## src/rtl/rvms_pkg.sv

```systemverilog
// ----------------------------------------------------------------------------
// rvms_pkg
// Shared widths, register map and defaults of the rolling variance core.
// ----------------------------------------------------------------------------
package rvms_pkg;

	// fixed field widths
	localparam int SMP_W   = 16;
	localparam int VAR_W   = 40;
	localparam int PCNT_W  = 9;
	localparam int CFG_W   = 9;

	// stream payload widths, padded to whole bytes
	localparam int S_DATA_W = ((SMP_W + 7) / 8) * 8;
	localparam int M_DATA_W = ((VAR_W + PCNT_W + 7) / 8) * 8;

	// register map
	localparam int ADDR_W = 3;
	localparam int DATA_W = 32;
	localparam logic REG_WLEN = 1'b0;
	localparam logic REG_MINC = 1'b1;

	localparam logic [CFG_W-1:0] WLEN_RST = 9'd16;
	localparam logic [CFG_W-1:0] MINC_RST = 9'd0;

	// parameter defaults
	localparam int WINDOW_MAX_DEF  = 256;
	localparam int SAMPLE_BITS_DEF = 16;
	localparam int FRAC_BITS_DEF   = 8;

endpackage

```

## src/rtl/rvms_div.sv

```systemverilog
// ----------------------------------------------------------------------------
// rvms_div
// Bit-serial restoring divider, one quotient bit per cycle, saturating result.
// ----------------------------------------------------------------------------
module rvms_div import rvms_pkg::*; #(
	parameter int DVD_W = 63,
	parameter int DEN_W = 18
) (
	input  logic             clk,
	input  logic             arst_n,
	input  logic             start,
	input  logic [DVD_W-1:0] dividend,
	input  logic [DEN_W-1:0] divisor,
	output logic             done,
	output logic [VAR_W-1:0] quotient
);

	localparam int QW    = (DVD_W > VAR_W) ? DVD_W : VAR_W + 1;
	localparam int CTR_W = $clog2(DVD_W + 1);

	typedef enum logic {D_IDLE, D_RUN} dstate_t;

	dstate_t          state_q;
	logic [CTR_W-1:0] ctr_q;
	logic             done_q;
	logic [DVD_W-1:0] dvd_q;
	logic [DEN_W-1:0] den_q;
	logic [DEN_W-1:0] rem_q;
	logic [QW-1:0]    quo_q;

	logic [DEN_W:0]   rem_sh;
	logic [DEN_W:0]   rem_nx;
	logic             fits;

	assign rem_sh = {rem_q, dvd_q[DVD_W-1]};
	assign fits   = rem_sh >= {1'b0, den_q};
	assign rem_nx = fits ? rem_sh - {1'b0, den_q} : rem_sh;

	always_ff @(posedge clk or negedge arst_n) begin
		if (!arst_n) begin
			state_q <= D_IDLE;
			ctr_q   <= '0;
			done_q  <= 1'b0;
		end else begin
			// last quotient bit goes in this cycle
			done_q <= (state_q == D_RUN) && (ctr_q == '0);
			unique case (state_q)
				D_IDLE: begin
					if (start) begin
						state_q <= D_RUN;
						ctr_q   <= CTR_W'(DVD_W - 1);
					end
				end
				D_RUN: begin
					if (ctr_q == '0) begin
						state_q <= D_IDLE;
					end else begin
						ctr_q <= ctr_q - 1'b1;
					end
				end
				default: state_q <= D_IDLE;
			endcase
		end
	end

	always_ff @(posedge clk) begin
		if (state_q == D_IDLE && start) begin
			dvd_q <= dividend;
			den_q <= divisor;
			rem_q <= '0;
			quo_q <= '0;
		end else if (state_q == D_RUN) begin
			dvd_q <= dvd_q << 1;
			rem_q <= rem_nx[DEN_W-1:0];
			quo_q <= {quo_q[QW-2:0], fits};
		end
	end

	assign done     = done_q;
	assign quotient = (|quo_q[QW-1:VAR_W]) ? {VAR_W{1'b1}} : quo_q[VAR_W-1:0];

endmodule

```

## config.mk

```make
export PLATFORM = sky130hd
export DESIGN_NAME = rvms_div
export DESIGN_NICKNAME = d
export VERILOG_FILES = /design/src/rtl/rvms_pkg.sv /design/src/rtl/rvms_div.sv
export SDC_FILE = /design/constraint.sdc
export NUM_CORES = 1
export LEC_CHECK = 0
export BUFFER_PORTS_ARGS = -buffer_cell sky130_fd_sc_hd__buf_2
export CAP_MARGIN = 5
export CORE_MARGIN = 2
export CORE_UTILIZATION = 50
export CTS_CLUSTER_DIAMETER = 150
export CTS_CLUSTER_SIZE = 12
export DETAILED_ROUTE_END_ITERATION = 8
export PLACE_DENSITY = 0.72
export RECOVER_POWER = 25
export SLEW_MARGIN = 30
export SYNTH_ARGS = -nofsm -noshare
export SYNTH_HDL_FRONTEND = slang
export SYNTH_SLANG_ARGS = --single-unit
```

## constraint.sdc

```tcl
create_clock -name clk -period 3.5 [get_ports clk]
set_clock_uncertainty 0.05 [all_clocks]
set_input_delay 0.35 -clock clk [delete_from_list [all_inputs] [get_ports clk]]
set_output_delay 0.35 -clock clk [all_outputs]
set_load 0.05 [all_outputs]
```

=== Yosys cells after proc, flatten, opt, wreduce, memory -nomap -nowiden ===
Cells that the tools add are included.

* Bits in registers: 170
* Input port bits: 84
* Output and inout bits: 41

* $add $sub $neg: 2
* Magnitude comparators: 1
* Eq/ne operators: 2
* Muxes and demuxes: 10
* Bitwise logic cells: 1
* Reduce and logical (&&, ||, !) cells: 6

{| class="wikitable"
|+ Operators by type and width
! kind !! number
|-
| $mux 63 || 2
|-
| $mux 40 || 1
|-
| $reduce_or 23->1 || 1
|-
| $ge 19x18->1 || 1
|-
| $mux 18 || 1
|-
| $sub 18x18->18 || 1
|-
| $mux 6 || 2
|-
| $pmux 6 s2 || 1
|-
| $logic_not 6->1 || 1
|-
| $sub 6x1->6 const B || 1
|-
| $ne 2x2->1 const B || 2
|-
| $logic_and 1x1->1 || 2
|-
| $mux 1 || 2
|-
| $pmux 1 s2 || 1
|-
| $reduce_and 2->1 || 1
|-
| $reduce_bool 2->1 || 1
|-
| $not 1->1 || 1
|}

=== Depth between registers and ports, before layout ===
* Word-level depth: 3
* Mapped depth: 11
* Depth with buffers taken out: 11

=== Least setup slack after synthesis ===
OpenSTA, ideal clock, no wires.

* Path type: register to register
* Start point: register state_q
* End point: register dvd_q[0] (enable)
* Setup time: 0.417 ns
* Arrival: 2.155 ns
* Data required time: 3.033 ns
* Slack: 0.878 ns
* Stages on the path, launching flop included: 5
* Path buffers: 2
* Period minus slack after synthesis: 2.622 ns
* Cells stage by stage: dfrtp_1 > clkbuf_1 > nor2_1 > clkbuf_1 > inv_1

* Longest elaborated chain between the ends: 3

{| class="wikitable"
|+ RTL lines
! what !! RTL line !! RTL
|-
| start, declared || rvms_div.sv:23 || <nowiki>dstate_t state_q;</nowiki>
|-
| start signal, assigned || rvms_div.sv:41 || <nowiki>state_q <= D_IDLE;</nowiki>
|-
| start signal, assigned || rvms_div.sv:50 || <nowiki>state_q <= D_RUN;</nowiki>
|-
| start signal, assigned || rvms_div.sv:56 || <nowiki>state_q <= D_IDLE;</nowiki>
|-
| $not 1->1 || -- ||
|-
| $logic_and 1x1->1 || rvms_div.sv:67 || <nowiki>if (state_q == D_IDLE && start) begin</nowiki>
|-
| $reduce_bool 2->1 (no line) (*) || -- ||
|-
| end signal, assigned || rvms_div.sv:68 || <nowiki>dvd_q <= dividend;</nowiki>
|-
| end signal, assigned || rvms_div.sv:73 || <nowiki>dvd_q <= dvd_q << 1;</nowiki>
|-
| end, declared || rvms_div.sv:26 || <nowiki>logic [DVD_W-1:0] dvd_q;</nowiki>
|}

Every way passes the cells marked *; elsewhere a longest branch is shown, timed or not.
A chain may end at the register's enable or synchronous reset.

=== Worst setup path in the final report ===
* Start point: register den_q[2]
* End point: register rem_q[4]

* Longest elaborated chain between the ends: 2
* Elaborated cells between the ends (all ways): 3
* Those cells by class: add/sub (1); order compare (1); mux (1)

{| class="wikitable"
|+ RTL lines
! what !! RTL line !! RTL
|-
| start, declared || rvms_div.sv:27 || <nowiki>logic [DEN_W-1:0] den_q;</nowiki>
|-
| start signal, assigned || rvms_div.sv:69 || <nowiki>den_q <= divisor;</nowiki>
|-
| $sub 18x18->18 or $ge 19x18->1 (tied branches) || rvms_div.sv:37, rvms_div.sv:36 ||
|-
| $mux 18 (*) || rvms_div.sv:37 || <nowiki>assign rem_nx = fits ? rem_sh - {1'b0, den_q} : rem_sh;</nowiki>
|-
| end signal, assigned || rvms_div.sv:74 || <nowiki>rem_q <= rem_nx[DEN_W-1:0];</nowiki>
|-
| end, declared || rvms_div.sv:28 || <nowiki>logic [DEN_W-1:0] rem_q;</nowiki>
|}

Marked as above.

==> results_dict.tcl <==
set metrics [dict create \
    clk_pin_slew_ps 60 \
    h-tree-depth 4 \
    ios 125 \
    num_vias 6105 \
    cts_tree "done" \
    start_util_pct 50.8 \
    crit_chain "inv_1, ha_1, o211ai_1, a21oi_1, o21ai_1, o21ai_2, a221oi_4, buf_4, mux2i_1, o21ai_1" \
    place_congestion 0.811 \
    grtUsageTotal_pct 20.0 \
    synth_flop_cell "edfxtp_1" \
    multi_input_area_sq_um 3160 \
    hold_start "divisor[5]" \
    fillers 1370 \
    startpoint "den_q[2]$_DFFE_PP_" \
    end_kind "flip-flop" \
    reg2regPathDepth 10 \
    fin_setup_tns_ps 0 \
    critPathSlowestCell "a221oi_4" \
    clock-sinks 170 \
    start_kind "flip-flop" \
    synth-seq-cells 170 \
    grt_pass1_wl_microns 26500 \
    nets 1062 \
    first_iter_violations 485 \
    worstPathArrival_ps 3060 \
    ant_nets 0 \
    relSlewSlack_pct -9.00 \
    clock_latency_ps 420 \
    cts_resized 0 \
    tightestPinTransition_ps 1640 \
    cts_buffers 17 \
    synthCells 853 \
    final_common_cell "nand2_1" \
    seqCellArea_sq_um 4250 \
    final-setup-viol-count 0 \
    async_reset_ff_share_pct 4.71 \
    clock-root-buffer "clkbuf_16" \
    synth_area_leaders "edfxtp_1 32%, dfxtp_1 21%, nand2_1 17%" \
    reg2reg_from "den_q[2]$_DFFE_PP_" \
    grt_max_degree 79 \
    cellLeakagePower_nw 3.89 \
    area_growth_pct 17.0 \
    die_h_microns 128 \
    die_w_microns 128 \
    hold_viol_final 0 \
    port_buffers 124 \
    first_global_vias 5717 \
    wl_per_cell_microns 13.7 \
    drt_pass1_iterations 5 \
    utilization_pct 59.5 \
    final_cell_mix "343 x nand2_1, 121 x buf_2, 81 x edfxtp_1, 81 x dfxtp_1, 68 x o21ai_0" \
    violations "capacitance limit, slew limit" \
    synth_top_area_cell "edfxtp_1" \
    crit_top_cell "o21ai_1" \
    via_per_inst 5.26 \
    rrSetupSlack_ps 640 \
    status "finished, violations left" \
    period_share_pct 81.7 \
    final_cell_area_sq_um 9010 \
    syn-cell-area_sq_um 7700 \
    holdBufCountCts 1 \
    power.density_nw_per_um2 840 \
    maxCapViolCount 1 \
    min_period_ps 2860 \
    synth_area_per_cell_sq_um 9.03 \
    rows 45 \
    hpwl_microns 10400 \
    drcViolationCount 0 \
    critPathKind "flip-flop to flip-flop" \
    ys_warn_count 0 \
    antenna_found_initial 0 \
    fp.dieArea_sq_um 16400 \
    cts_max_path_buffers 2 \
    crit_fanout 17 \
    core_sq_um 15100 \
    rr_endpoint "rem_q[4]$_SDFFE_PP0P_" \
    post_dp_cell_area_sq_um 8460 \
    hold_class "primary input to flip-flop" \
    holdPathEnd "den_q[5]$_DFFE_PP_" \
    rsz0062_at_grt "no" \
    slew_viol_final 79 \
    synth-edff-count 81 \
    route.final.wire_length_microns 15900 \
    min_path_cells 1 \
    fmaxAchievable_ghz 0.350 \
    ir_worst_vdd_mv 0.435 \
    overflow 0 \
    yosysSeqAreaShare_pct 55.2 \
    netlist-cell-type-count 46 \
    synth_top_area_share_pct 31.6 \
    critPathMaxStageDelay_ps 690 \
    drive_above_1_share_pct 17.8 \
    syn_nets 957 \
    required_ps 3700 \
    cts_setup_buffers 0 \
]
[routing by layer]
layer,vias up,GRT usage [%],wire length [microns]
met4,0,6.14,176
met5,-,0,0
met1,2839,27.6,7530
met3,19,6.14,937
met2,140,30.6,7250
li1,3107,-,-
[flip-flops by register name, indices dropped and copies added, names as in the netlist]
name	flops
state_q	1
rem_q	18
ctr_q	6
dvd_q	63
den_q	18
quo_q	63
done	1
[area by class of cell]
class / instances / area share, %
flip-flops and latches: 170 / 47.2
multi-input cells: 609 / 35.1
diodes: 2 / 0.0555
clock buffers: 23 / 5.24
well taps: 188 / 2.61
clock inverters: 9 / 0.819
inverters: 24 / 1.00
repair buffers: 136 / 7.99
[worst max path at each step]
stage	end	slack [ps]	cells past startpoint
floorplan	dvd_q[0]$_SDFFCE_PN0P_	880	4
global placement	rem_q[4]$_SDFFE_PP0P_	720	10
detailed placement	rem_q[4]$_SDFFE_PP0P_	660	10
CTS	rem_q[4]$_SDFFE_PP0P_	650	10
global route	rem_q[0]$_SDFFE_PP0P_	380	3
finish	rem_q[4]$_SDFFE_PP0P_	640	10
[cells by family after synthesis]
logic type                 after synthesis  synth area share, %
and+or+nand+nor                        431                 23.8
DFF                                    170                 55.2
AOI/OAI and AO/OA                      137                 11.3
buffers and inverters                   74                 3.90
adders and majority gates               20                 3.35
xor gates and xnor gates                19                 2.16
muxes                                    2                0.260
[worst max-delay path: cells and delay by family, from the launching register on]
kind / cells / cell delay [ps]
AO/OA/AOI/OAI: 6 / 1400
adder cells (fa/ha/maj): 1 / 370
buffers and inverters: 2 / 360
flip-flops: 1 / 320
multiplexers: 1 / 190
[cells in the mapped netlist (all sizes together) (10+ instances only)]
cell type  count
a21oi         18
a32oi         10
dfxtp         81
or3           42
nand2        344
xor2          10
o21ai         78
ha            19
inv           23
clkbuf        44
edfxtp        81
[power by group]
group          internal [W]  total (W)  switching, W
clock network       0.00102    0.00176      0.000741
registers           0.00307    0.00357      0.000501
logic              0.000992    0.00224       0.00124
total               0.00508    0.00757       0.00249
[metrics by stage]
step                      hold slack [ps]  power [W]  setup slack [ps]  std cells
after floorplan                      4.41    0.00530               878        853
after global placement                160    0.00576               718       1126
after detailed placement              155    0.00584               655       1126
after CTS                            37.0    0.00761               653       1159
after global routing                 34.0    0.00815               380       1159
final                                52.3    0.00757               641       1161
No activity file was read; power rests on OpenSTA's default activity.
